## config.mk

```make
export PLATFORM = sky130hd
export DESIGN_NAME = twi_message_engine
export DESIGN_NICKNAME = d
export VERILOG_FILES = /design/src/sv/tme_pkg.sv /design/src/sv/tme_cfg.sv /design/src/sv/tme_core.sv /design/src/sv/tme_out_stage.sv /design/src/sv/twi_message_engine.sv
export SDC_FILE = /design/constraint.sdc
export NUM_CORES = 1
export LEC_CHECK = 0
export BUFFER_PORTS_ARGS = -buffer_cell sky130_fd_sc_hd__buf_2
export CAP_MARGIN = 40
export CORE_MARGIN = 5
export CORE_UTILIZATION = 43
export DETAILED_ROUTE_END_ITERATION = 6
export GPL_ROUTABILITY_DRIVEN = 1
export GPL_TIMING_DRIVEN = 1
export PLACE_DENSITY_LB_ADDON = 0.08
export RECOVER_POWER = 100
export SLEW_MARGIN = 20
export SYNTH_ARGS = -nofsm -noshare
export SYNTH_HDL_FRONTEND = slang
export SYNTH_HIERARCHICAL = 1
export SYNTH_SLANG_ARGS = --single-unit
```

## constraint.sdc

```tcl
create_clock -name clk -period 6.1 [get_ports clk]
set_clock_uncertainty 0.2 [all_clocks]
set_input_delay 1.22 -clock clk [delete_from_list [all_inputs] [get_ports clk]]
set_output_delay 1.22 -clock clk [all_outputs]
set_load 0.02 [all_outputs]
```

## src/sv/tme_pkg.sv

```systemverilog
// Shared types, codes and constants for the TWI message engine.
`default_nettype none
package tme_pkg;

	localparam int unsigned MsgBytes = 4;
	localparam int unsigned IdxW     = 3;
	localparam int unsigned AddrW    = 3;

	typedef enum logic [1:0] {
		OP_EVENT   = 2'd0,
		OP_START   = 2'd1,
		OP_RELEASE = 2'd2,
		OP_ARM     = 2'd3
	} op_t;

	typedef enum logic [2:0] {
		M_READY     = 3'd0,
		M_WRITING   = 3'd1,
		M_READING   = 3'd2,
		M_RECEIVED  = 3'd3,
		M_SEND_OK   = 3'd4,
		M_SEND_FAIL = 3'd5
	} mode_t;

	localparam logic [2:0] RES_NONE      = 3'd0;
	localparam logic [2:0] RES_ACCEPTED  = 3'd1;
	localparam logic [2:0] RES_BUSY      = 3'd2;
	localparam logic [2:0] RES_SENT      = 3'd3;
	localparam logic [2:0] RES_SEND_FAIL = 3'd4;
	localparam logic [2:0] RES_RECEIVED  = 3'd5;
	localparam logic [2:0] RES_UNKNOWN   = 3'd6;

	// bus controller status codes
	localparam logic [7:0] ST_START      = 8'h08;
	localparam logic [7:0] ST_SLA_ACK    = 8'h18;
	localparam logic [7:0] ST_DATA_ACK   = 8'h28;
	localparam logic [7:0] ST_SLA_NACK   = 8'h20;
	localparam logic [7:0] ST_DATA_NACK  = 8'h30;
	localparam logic [7:0] ST_ARB_LOST   = 8'h38;
	localparam logic [7:0] ST_OWN_ADDR   = 8'h60;
	localparam logic [7:0] ST_GEN_CALL   = 8'h70;
	localparam logic [7:0] ST_RX_DATA    = 8'h80;
	localparam logic [7:0] ST_RX_DATA_NA = 8'h88;
	localparam logic [7:0] ST_RX_GC      = 8'h90;
	localparam logic [7:0] ST_RX_GC_NA   = 8'h98;
	localparam logic [7:0] ST_RX_STOP    = 8'hA0;
	localparam logic [7:0] ST_BUS_ERROR  = 8'h00;

	localparam logic [AddrW-1:0] REG_SERVER_ID = 3'd0;

	typedef struct packed {
		logic [1:0] operation;
		logic [7:0] status_code;
		logic [7:0] rx_byte;
		logic [6:0] dest_id;
		logic [7:0] data_byte0;
		logic [7:0] data_byte1;
		logic [7:0] data_byte2;
		logic [7:0] data_byte3;
	} in_item_t;

	typedef struct packed {
		logic        ctrl_write;
		logic        ctrl_clear_flag;
		logic        ctrl_start;
		logic        ctrl_stop;
		logic        ctrl_ack;
		logic        ctrl_enable;
		logic        ctrl_irq_enable;
		logic [7:0]  tx_data;
		logic        tx_data_valid;
		logic [2:0]  engine_state;
		logic [31:0] rx_message;
		logic [2:0]  result_code;
	} out_item_t;

endpackage
`default_nettype wire

```

## src/sv/tme_cfg.sv

```systemverilog
// APB-style register port holding the node identity.
`default_nettype none
module tme_cfg (
	input  wire logic                      clk,
	input  wire logic                      arst_n,
	input  wire logic                      psel,
	input  wire logic                      penable,
	input  wire logic                      pwrite,
	input  wire logic [tme_pkg::AddrW-1:0] paddr,
	input  wire logic [31:0]               pwdata,
	output logic      [31:0]               prdata,
	output logic                           pready
);

	logic [6:0] server_id_q;
	logic       wr_en;

	assign pready = 1'b1;
	assign wr_en  = psel && penable && pwrite;

	always_ff @(posedge clk or negedge arst_n) begin
		if (!arst_n) begin
			server_id_q <= 7'd0;
		end else if (wr_en && paddr[2] == tme_pkg::REG_SERVER_ID[2]) begin
			server_id_q <= pwdata[6:0];
		end
	end

	always_comb begin
		prdata = 32'd0;
		if (paddr[2] == tme_pkg::REG_SERVER_ID[2]) begin
			prdata = {25'd0, server_id_q};
		end
	end

endmodule
`default_nettype wire

```

## src/sv/tme_core.sv

```systemverilog
// Engine state and the single-pass decode of one item into a result.
`default_nettype none
module tme_core (
	input  wire logic               clk,
	input  wire logic               arst_n,
	input  wire logic               accept,
	input  wire tme_pkg::in_item_t  item,
	output tme_pkg::out_item_t      result
);

	localparam logic [tme_pkg::IdxW-1:0] Full = tme_pkg::IdxW'(tme_pkg::MsgBytes);

	tme_pkg::mode_t             mode_q, mode_d;
	logic [7:0]                 send_buf_q [tme_pkg::MsgBytes];
	logic [tme_pkg::IdxW-1:0]   send_idx_q, send_idx_d;
	logic [7:0]                 dest_addr_q, dest_addr_d;
	logic [7:0]                 recv_buf_q [tme_pkg::MsgBytes];
	logic [7:0]                 recv_buf_d [tme_pkg::MsgBytes];
	logic [tme_pkg::IdxW-1:0]   recv_idx_q, recv_idx_d;
	logic                       load_send;
	logic                       wr, clr, sta, sto, ack, en, ie, txv;
	logic [7:0]                 tx;
	logic [2:0]                 res;

	always_comb begin
		mode_d      = mode_q;
		send_idx_d  = send_idx_q;
		dest_addr_d = dest_addr_q;
		recv_buf_d  = recv_buf_q;
		recv_idx_d  = recv_idx_q;
		load_send   = 1'b0;
		wr  = 1'b1;
		clr = 1'b0;
		sta = 1'b0;
		sto = 1'b0;
		ack = 1'b0;
		en  = 1'b0;
		ie  = 1'b0;
		txv = 1'b0;
		tx  = 8'd0;
		res = tme_pkg::RES_NONE;
		unique case (tme_pkg::op_t'(item.operation))
			tme_pkg::OP_START: begin
				if (mode_q != tme_pkg::M_READY) begin
					wr  = 1'b0;
					res = tme_pkg::RES_BUSY;
				end else begin
					mode_d      = tme_pkg::M_WRITING;
					load_send   = 1'b1;
					send_idx_d  = '0;
					dest_addr_d = {item.dest_id + 7'd1, 1'b0};
					clr = 1'b1;
					sta = 1'b1;
					en  = 1'b1;
					ie  = 1'b1;
					res = tme_pkg::RES_ACCEPTED;
				end
			end
			tme_pkg::OP_RELEASE: begin
				ack = 1'b1;
				en  = 1'b1;
				ie  = 1'b1;
				mode_d = tme_pkg::M_READY;
				unique case (mode_q)
					tme_pkg::M_SEND_OK:   res = tme_pkg::RES_SENT;
					tme_pkg::M_SEND_FAIL: res = tme_pkg::RES_SEND_FAIL;
					tme_pkg::M_RECEIVED:  res = tme_pkg::RES_RECEIVED;
					default: begin
						wr     = 1'b0;
						mode_d = mode_q;
					end
				endcase
			end
			tme_pkg::OP_ARM: begin
				mode_d = tme_pkg::M_READY;
				ack = 1'b1;
				en  = 1'b1;
				ie  = 1'b1;
			end
			default: begin
				clr = 1'b1;
				unique case (item.status_code) inside
					tme_pkg::ST_START: begin
						en  = 1'b1;
						ie  = 1'b1;
						txv = 1'b1;
						tx  = dest_addr_q;
					end
					tme_pkg::ST_SLA_ACK, tme_pkg::ST_DATA_ACK: begin
						en = 1'b1;
						ie = 1'b1;
						if (send_idx_q < Full) begin
							txv        = 1'b1;
							tx         = send_buf_q[send_idx_q[1:0]];
							send_idx_d = send_idx_q + 1'b1;
						end else begin
							mode_d = tme_pkg::M_SEND_OK;
							sto    = 1'b1;
						end
					end
					tme_pkg::ST_SLA_NACK, tme_pkg::ST_DATA_NACK, tme_pkg::ST_BUS_ERROR: begin
						mode_d = tme_pkg::M_SEND_FAIL;
						sto = 1'b1;
						en  = 1'b1;
						ie  = 1'b1;
					end
					tme_pkg::ST_ARB_LOST: begin
						mode_d = tme_pkg::M_SEND_FAIL;
						en = 1'b1;
						ie = 1'b1;
					end
					tme_pkg::ST_OWN_ADDR, tme_pkg::ST_GEN_CALL: begin
						mode_d     = tme_pkg::M_READING;
						recv_idx_d = '0;
						ack = 1'b1;
						en  = 1'b1;
						ie  = 1'b1;
					end
					tme_pkg::ST_RX_DATA, tme_pkg::ST_RX_GC: begin
						en = 1'b1;
						ie = 1'b1;
						// index saturates at a full message, extra bytes dropped
						if (recv_idx_q < Full) begin
							recv_buf_d[recv_idx_q[1:0]] = item.rx_byte;
							recv_idx_d = recv_idx_q + 1'b1;
						end
						ack = (recv_idx_d < Full);
					end
					tme_pkg::ST_RX_DATA_NA, tme_pkg::ST_RX_GC_NA, tme_pkg::ST_RX_STOP: begin
						mode_d = tme_pkg::M_RECEIVED;
					end
					default: begin
						res = tme_pkg::RES_UNKNOWN;
					end
				endcase
			end
		endcase
	end

	always_comb begin
		result.ctrl_write      = wr;
		result.ctrl_clear_flag = wr & clr;
		result.ctrl_start      = wr & sta;
		result.ctrl_stop       = wr & sto;
		result.ctrl_ack        = wr & ack;
		result.ctrl_enable     = wr & en;
		result.ctrl_irq_enable = wr & ie;
		result.tx_data         = tx;
		result.tx_data_valid   = txv;
		result.engine_state    = mode_d;
		result.rx_message      = {recv_buf_d[0], recv_buf_d[1], recv_buf_d[2], recv_buf_d[3]};
		result.result_code     = res;
	end

	always_ff @(posedge clk or negedge arst_n) begin
		if (!arst_n) begin
			mode_q      <= tme_pkg::M_READY;
			send_idx_q  <= '0;
			dest_addr_q <= 8'd0;
			recv_idx_q  <= '0;
			for (int i = 0; i < tme_pkg::MsgBytes; i++) begin
				recv_buf_q[i] <= 8'd0;
			end
		end else if (accept) begin
			mode_q      <= mode_d;
			send_idx_q  <= send_idx_d;
			dest_addr_q <= dest_addr_d;
			recv_idx_q  <= recv_idx_d;
			recv_buf_q  <= recv_buf_d;
		end
	end

	always_ff @(posedge clk) begin
		if (accept && load_send) begin
			send_buf_q[0] <= item.data_byte0;
			send_buf_q[1] <= item.data_byte1;
			send_buf_q[2] <= item.data_byte2;
			send_buf_q[3] <= item.data_byte3;
		end
	end

endmodule
`default_nettype wire

```

## src/sv/tme_out_stage.sv

```systemverilog
// Result register with a skid entry so one further input is taken under output stall.
`default_nettype none
module tme_out_stage (
	input  wire logic               clk,
	input  wire logic               arst_n,
	input  wire logic               push,
	input  wire tme_pkg::out_item_t push_data,
	output logic                    full,
	output logic                    out_valid,
	input  wire logic               out_stall,
	output tme_pkg::out_item_t      out_data
);

	tme_pkg::out_item_t main_q, skid_q;
	logic               main_valid_q, skid_valid_q;
	logic               pop;

	assign pop       = main_valid_q && !out_stall;
	assign full      = skid_valid_q;
	assign out_valid = main_valid_q;
	assign out_data  = main_q;

	always_ff @(posedge clk or negedge arst_n) begin
		if (!arst_n) begin
			main_valid_q <= 1'b0;
			skid_valid_q <= 1'b0;
		end else if (push) begin
			if (main_valid_q && !pop) begin
				skid_valid_q <= 1'b1;
			end else begin
				main_valid_q <= 1'b1;
			end
		end else if (pop) begin
			main_valid_q <= skid_valid_q;
			skid_valid_q <= 1'b0;
		end
	end

	always_ff @(posedge clk) begin
		if (push) begin
			if (main_valid_q && !pop) begin
				skid_q <= push_data;
			end else begin
				main_q <= push_data;
			end
		end else if (pop && skid_valid_q) begin
			main_q <= skid_q;
		end
	end

endmodule
`default_nettype wire

```

## src/sv/twi_message_engine.sv

```systemverilog
// Top level of the TWI message engine.
//
// Input channel (in_valid/in_stall/in_data) carries one item per transaction:
// a bus status event, a start write, a release or an arm of slave receive.
// Every accepted item yields exactly one result transaction on the output
// channel (out_valid/out_stall/out_data): control word, transmit byte,
// engine state after the item, the received message and a result code.
// The item is decoded against the engine state in the accepting cycle and the
// result is registered in the output register, or in the skid entry while it
// stalls. Throughput is one item per clock while in_stall is low.
// When the receiver stalls, one further result is held in a skid entry and
// in_stall rises; it drops once the output register drains.
// Reset (arst_n low) returns the engine to ready with empty indices and a
// cleared receive buffer, drops any pending result and issues no control word.
// The APB port holds server_id at addresses 0 to 3 (only paddr[2] is decoded);
// it is read back only and does not change any result.
`default_nettype none
module twi_message_engine (
	input  wire logic                      clk,
	input  wire logic                      arst_n,
	input  wire logic                      in_valid,
	output logic                           in_stall,
	input  wire tme_pkg::in_item_t         in_data,
	output logic                           out_valid,
	input  wire logic                      out_stall,
	output tme_pkg::out_item_t             out_data,
	input  wire logic                      psel,
	input  wire logic                      penable,
	input  wire logic                      pwrite,
	input  wire logic [tme_pkg::AddrW-1:0] paddr,
	input  wire logic [31:0]               pwdata,
	output logic      [31:0]               prdata,
	output logic                           pready
);

	logic               accept;
	logic               full;
	tme_pkg::out_item_t result;

	assign in_stall = full;
	assign accept   = in_valid && !full;

	tme_cfg u_cfg (
		.clk     (clk),
		.arst_n  (arst_n),
		.psel    (psel),
		.penable (penable),
		.pwrite  (pwrite),
		.paddr   (paddr),
		.pwdata  (pwdata),
		.prdata  (prdata),
		.pready  (pready)
	);

	tme_core u_core (
		.clk    (clk),
		.arst_n (arst_n),
		.accept (accept),
		.item   (in_data),
		.result (result)
	);

	tme_out_stage u_out (
		.clk       (clk),
		.arst_n    (arst_n),
		.push      (accept),
		.push_data (result),
		.full      (full),
		.out_valid (out_valid),
		.out_stall (out_stall),
		.out_data  (out_data)
	);

endmodule
`default_nettype wire

```

## Word level (Yosys, flattened, before mapping)

Memory sizes are Yosys's and may differ from the RTL's.
Index checks and enable logic that the tools add are counted.

- Order comparisons: 5
- Reductions and logical operators: 37
- Equal/unequal tests: 22
- Mux-type cells: 53
- $add $sub $neg: 3
- Bitwise operators: 10

Operators by type and width:

| cell | number |
|---|---|
| 54-bit 2-to-1 mux | 3 |
| 32-bit 2-to-1 mux | 3 |
| 8-bit == test (second input constant) | 5 |
| 32-bit bitwise mux | 1 |
| 8-bit by 6-bit == test with 1-bit output (second input constant) | 4 |
| 3-bit 2-to-1 mux | 10 |
| 3-bit case mux with 3 select lines | 3 |
| 8-bit 2-to-1 mux | 3 |
| 8-bit demux with 2-bit select | 1 |
| 8-bit by 7-bit == test with 1-bit output (second input constant) | 2 |
| 1-bit 2-to-1 mux | 16 |
| 8-bit case mux with 2 select lines | 1 |
| 1-bit case mux with 2 select lines | 7 |
| 14-bit OR reduction | 1 |
| 3-bit case mux with 2 select lines | 2 |
| 3-bit case mux with 4 select lines | 1 |
| 3-bit OR reduction | 4 |
| 11-bit OR reduction | 1 |
| 2-bit nonzero test | 5 |
| 1-bit logical AND | 9 |
| 3-bit less-than comparator (second input constant) | 3 |
| 8-bit by 4-bit == test with 1-bit output (second input constant) | 1 |
| 8-bit by 5-bit == test with 1-bit output (second input constant) | 1 |
| 8-bit logical NOT | 1 |
| other kinds (22) | 42 |

- Bits in writable memories: 32
- Bits in registers: 164
- Memories kept: 1
- Word-level logic and storage cells: 165
- Bits of input ports: 99

Memories:

| memory | words | bits a word | rd ports | clocked after memory_dff | write ports | line | source |
|---|---|---|---|---|---|---|---|
| u_core.send_buf_q | 4 | 8 | 1 | 0 | 4 | tme_core.sv:14 | `logic [7:0] send_buf_q [tme_pkg::MsgBytes];` |

## Depth between registers and ports, before layout

- Word-level depth: 11
- Depth in mapped cells: 9
- Mapped depth without buffers: 7

## Cells and area by module

The synthesis kept the hierarchy.

Modules (own cells, without submodules):

| module | cells an instance | times used | sequential area each (um^2) | area each (um^2) |
|---|---|---|---|---|
| tme_core | 352 | 1 | 2162.1 | 4372.9 |
| tme_out_stage | 179 | 1 | 3293.2 | 4106.4 |
| tme_cfg | 50 | 1 | 175.2 | 541.8 |
| twi_message_engine | 1 | 1 | 0.0 | 13.8 |

## Worst setup path after synthesis

Ideal clock, no wire load.

- Kind: input port to flip-flop
- Start point: in in_valid
- End point: reg u_out.main_q, in the netlist u_out/out_data[0] (enable)
- Path buffers: 2
- Stages: 5
- Slack: 0.994 ns
- Data required time: 5.416 ns
- Data arrival time: 4.423 ns
- Cells stage by stage: nor2b_4 buf_6 buf_6 a21oi_1 a21oi_1

- Word-level cells in the longest chain between the ends: 3

RTL lines:

| item | line | source |
|---|---|---|
| from (decl) | twi_message_engine.sv:21 | `input wire logic in_valid,` |
| 1-bit logical AND (*) | twi_message_engine.sv:41 | `assign accept = in_valid && !full;` |
| 2-bit != test (no line) or 2-bit nonzero test (tied branches) | -- |  |
| 2-bit AND reduction (no line) (*) | -- |  |
| to (signal assigned) | tme_out_stage.sv:44 | `main_q <= push_data;` |
| to (signal assigned) | tme_out_stage.sv:47 | `main_q <= skid_q;` |
| to (decl) | tme_out_stage.sv:14 | `tme_pkg::out_item_t main_q, skid_q;` |

Mark *: on every way between the ends. The rest lies on a longest branch, timed or not.
A chain may end at the register's enable or synchronous reset.

## Final worst setup path

- Start point: in in_valid
- End point: reg u_out/skid_q[34] (netlist bit) (enable)

- Word-level cells in the longest chain between the ends: 2

RTL lines:

| item | line | source |
|---|---|---|
| 1-bit logical AND | twi_message_engine.sv:41 |  |
| net accept | twi_message_engine.sv:36 | `logic accept;` |
| 2-bit AND reduction (no line) | -- |  |
| to (signal assigned) | tme_out_stage.sv:42 | `skid_q <= push_data;` |
| to (decl) | tme_out_stage.sv:14 |  |

The timed path passes the listed nets, and every way through them passes these cells.

==> load_flow_metrics.sql <==
INSERT INTO impl_metrics (metric_group, metric, value, unit) VALUES
('outcome', 'outcome', 'finished with violations', ''),
('outcome', 'failed_checks', 'capacitance limit, slew limit', ''),
('grt', 'first_global_vias', '5366', ''),
('route', 'post_drt_wl_per_cell', '17.90', 'um'),
('synth', 'synthMostInstantiatedCell', 'sky130_fd_sc_hd__edfxtp_1', ''),
('clocking', 'cts_tree', 'done', ''),
('synth', 'synthDominantCellAreaShare', '46.53', '%'),
('route', 'via_per_inst', '5.154', ''),
('placement', 'port_buf_inserts', '134', ''),
('critical_path', 'critical_path_cell_count', '5', ''),
('sta', 'report.final.setup_viol', '0', ''),
('synth', 'ys_async_rst_share', '28.93', '%'),
('synth', 'netlist_area', '0.009035', 'mm2'),
('grt', 'first_pass_grt_wire_length', '28.55', 'mm'),
('sta', 'slew_headroom', '-69.12', '%'),
('route', 'num_vias', '5180', ''),
('synth', 'post_synth_edffs', '140', ''),
('worst_hold_path', 'min_delay_path_class', 'flop to flop', ''),
('clocking', 'cts-buffers-inserted', '17', ''),
('clocking', 'post-cts-setup-buffer-count', '0', ''),
('synth', 'seq_area_frac_synth', '62.32', '%'),
('critical_path', 'crit_arrival', '4170', 'ps'),
('critical_path', 'setup.worst_path.start_class', 'primary input', ''),
('critical_path', 'timing.reg2reg.setup_slack', '2220', 'ps'),
('final_layout', 'area_growth', '13.20', '%'),
('die', 'start_util', '43.39', '%'),
('grt', 'grt.total_usage', '15.07', '%'),
('clocking', 'post_cts_resize_count', '0', ''),
('synth', 'synth_cell_types', '66', ''),
('sta', 'finalSetupTns', '0', 'ps'),
('die', 'floorplan.die_area', '0.02401', 'mm2'),
('critical_path', 'cp_max_fo', '30', ''),
('route', 'post_detailed_route_drc_marker_count', '0', ''),
('placement', 'detailed_place_hpwl', '12.36', 'mm'),
('critical_path', 'cp_num_buf_inv', '3', ''),
('synth', 'synthCells', '582', ''),
('critical_path', 'worstReg2RegEnd', 'u_out/skid_q[34]', ''),
('power_and_ir_drop', 'power.density_cell_area', '366.5', 'mW/mm2'),
('critical_path', 'crit_path_max_delay_family', 'buffers and inverters', ''),
('critical_path', 'endpoint_class_of_the_critical_path', 'flop', ''),
('synth', 'syn_area_per_cell', '15.52', 'um2'),
('grt', 'grt_peak_use_layer', 'met2', ''),
('grt', 'gr-usage-met1', '18.98', '%'),
('die', 'die_y', '155.0', 'um'),
('grt', 'globalRoute.totalOverflow', '0', ''),
('critical_path', 'critPathCapture', 'u_out/skid_q[34]', ''),
('power_and_ir_drop', 'power.static_leakage', '4.047', 'nW'),
('sta', 'report.final.slew_viol_count', '56', ''),
('critical_path', 'reg2reg_depth', '4', ''),
('die', 'core_area', '0.02082', 'mm2'),
('critical_path', 'crit_start', 'in_valid', ''),
('critical_path', 'critical_path.reg2reg.startpoint', 'u_out/full', ''),
('critical_path', 'critical_path.cell_chain', 'buf_2 -> nor2b_1 -> clkbuf_1 -> and3_1 -> buf_4', ''),
('sta', 'final-hold-violation-count', '0', ''),
('sta', 'fin_crit_sh', '70.57', '%'),
('grt', 'groute.layer.met3.usage', '4.172', '%'),
('critical_path', 'critPathRequiredTime', '5970', 'ps'),
('route', 'finalWirelength', '17.99', 'mm'),
('route', 'detailedRoute.firstIterationViolations', '286', ''),
('final_layout', 'antenna_cells_inserted', '0', ''),
('critical_path', 'crit_slowest_cell', 'sky130_fd_sc_hd__and3_1', ''),
('clocking', 'clk_root_buffer_cell', 'sky130_fd_sc_hd__clkbuf_16', ''),
('power_and_ir_drop', 'vdd_drop_max', '0.0001749', 'V'),
('synth', 'post_synth_most_frequent_cells', '140 x sky130_fd_sc_hd__edfxtp_1, 100 x sky130_fd_sc_hd__mux2_2, 57 x sky130_fd_sc_hd__dfrtp_1, 30 x sky130_fd_sc_hd__buf_4, 27 x sky130_fd_sc_hd__mux2_4', ''),
('clocking', 'cts_max_level', '4', ''),
('synth', 'synth_top_area_cell', 'sky130_fd_sc_hd__edfxtp_1', ''),
('flow_run', 'max_cap_viol_count', '2', ''),
('critical_path', 'worst-setup-path-type', 'primary input to flop', ''),
('clocking', 'worst_skew_pair.late_latency', '430', 'ps'),
('sta', 'period_minus_slack', '4305', 'ps'),
('synth', 'synth_area_leaders', 'sky130_fd_sc_hd__edfxtp_1 47%, sky130_fd_sc_hd__dfrtp_1 16%, sky130_fd_sc_hd__mux2_2 12%', '');
[layout by cell type (no fill, tap or decap), types with 5 or more instances in the layout]
cell and n:
sky130_fd_sc_hd__clkbuf_16 17, sky130_fd_sc_hd__mux4_2 8, sky130_fd_sc_hd__o21ai_0 17, sky130_fd_sc_hd__nand3_1 12, sky130_fd_sc_hd__a31oi_1 5, sky130_fd_sc_hd__a22oi_1 7
sky130_fd_sc_hd__edfxtp_1 140, sky130_fd_sc_hd__dfrtp_1 57, sky130_fd_sc_hd__mux2_2 75, sky130_fd_sc_hd__inv_1 14, sky130_fd_sc_hd__nor2_1 16, sky130_fd_sc_hd__a21oi_1 13
sky130_fd_sc_hd__and2b_2 7, sky130_fd_sc_hd__conb_1 26, sky130_fd_sc_hd__mux2_1 52, sky130_fd_sc_hd__nand2b_1 5, sky130_fd_sc_hd__ha_1 10, sky130_fd_sc_hd__clkbuf_1 72
sky130_fd_sc_hd__buf_2 67, sky130_fd_sc_hd__nand2_1 18
[final cells by class]
| class | count | area, um2 |
|---|---|---|
| Fill cell | 1886 | 10600 |
| Sequential cell | 197 | 5630 |
| Multi-Input combinational cell | 343 | 2922 |
| Timing Repair Buffer | 144 | 684.4 |
| Clock buffer | 18 | 429.2 |
| Tap cell | 275 | 344.1 |
| Clock inverter | 14 | 165.2 |
| Inverter | 14 | 52.55 |
[worst min-delay path, stage by stage, from the launching register on]
cell	delay [ps]
sky130_fd_sc_hd__dfrtp_1	350
sky130_fd_sc_hd__nand2_1	50
sky130_fd_sc_hd__o21ai_0	60
[logic make-up (layout without fill, tap and decap cells)]
kind of cell	count (synthesis)	after routing	share of synthesized area, %
AO/OA/AOI/OAI	72	72	5.290
XOR/XNOR	7	7	0.6786
adder cells (fa/ha/maj)	10	10	1.385
buffers and inverters	66	190	4.431
flip-flops	197	197	62.32
multiplexers	136	136	19.06
other	2	26	0.08312
AND/OR/NAND/NOR	92	92	6.758
[per-stage QoR]
step / hold slack (ps) / util, % / cells / setup WS, ps
after global placement: 263.2 / 47.30 / 969 / 2052
after CTS: 292.9 / 50.42 / 1003 / 2463
after global routing: 313.3 / 49.12 / 1005 / 1398
final: 286.0 / 49.12 / 1005 / 1795
after detailed placement: 274.4 / 47.57 / 971 / 2005
after floorplan: 250.2 / - / 606 / 993.7
[worst min path at each step]
stage	start	cells past startpoint	end
after floorplan	u_core/dest_addr_q[1]	2	u_core/dest_addr_q[1]
after global placement	u_core/dest_addr_q[3]	2	u_core/dest_addr_q[3]
after detailed placement	u_core/dest_addr_q[3]	2	u_core/dest_addr_q[3]
after CTS	u_core/dest_addr_q[3]	2	u_core/dest_addr_q[3]
after global routing	u_cfg/server_id_q[3]	1	u_cfg/server_id_q[3]
final	u_core/dest_addr_q[3]	2	u_core/dest_addr_q[3]
[power by group]
| part | leakage, nW | internal (W) | total, W | switching [W] |
|---|---|---|---|---|
| logic | 1.68 | 0.000252 | 0.000796 | 0.000544 |
| clock network | 0.287 | 0.000585 | 0.00112 | 0.000530 |
| registers | 2.08 | 0.00174 | 0.00184 | 0.000101 |
| total | 4.05 | 0.00257 | 0.00375 | 0.00118 |
[sequential cells by signal, indices dropped and copies added, names as in the netlist]
| name | count |
|---|---|
| u_core/mode_q | 3 |
| u_core/recv_buf_q | 32 |
| u_core/recv_idx_q | 3 |
| u_core/send_idx_q | 3 |
| u_cfg/server_id_q | 7 |
| u_out/skid_q | 54 |
| u_core/dest_addr_q | 7 |
| u_core/send_buf_q | 32 |
| u_out/out_data | 54 |
| u_out/full | 1 |
| u_out/out_valid | 1 |
[layer usage]
layer	vias up	part of all wire [%]
met2	143	50
met5	-	0
met1	2591	43
met4	0	1.1
met3	16	5.7
li1	2430	-
Power figures use the tool's default switching activity.
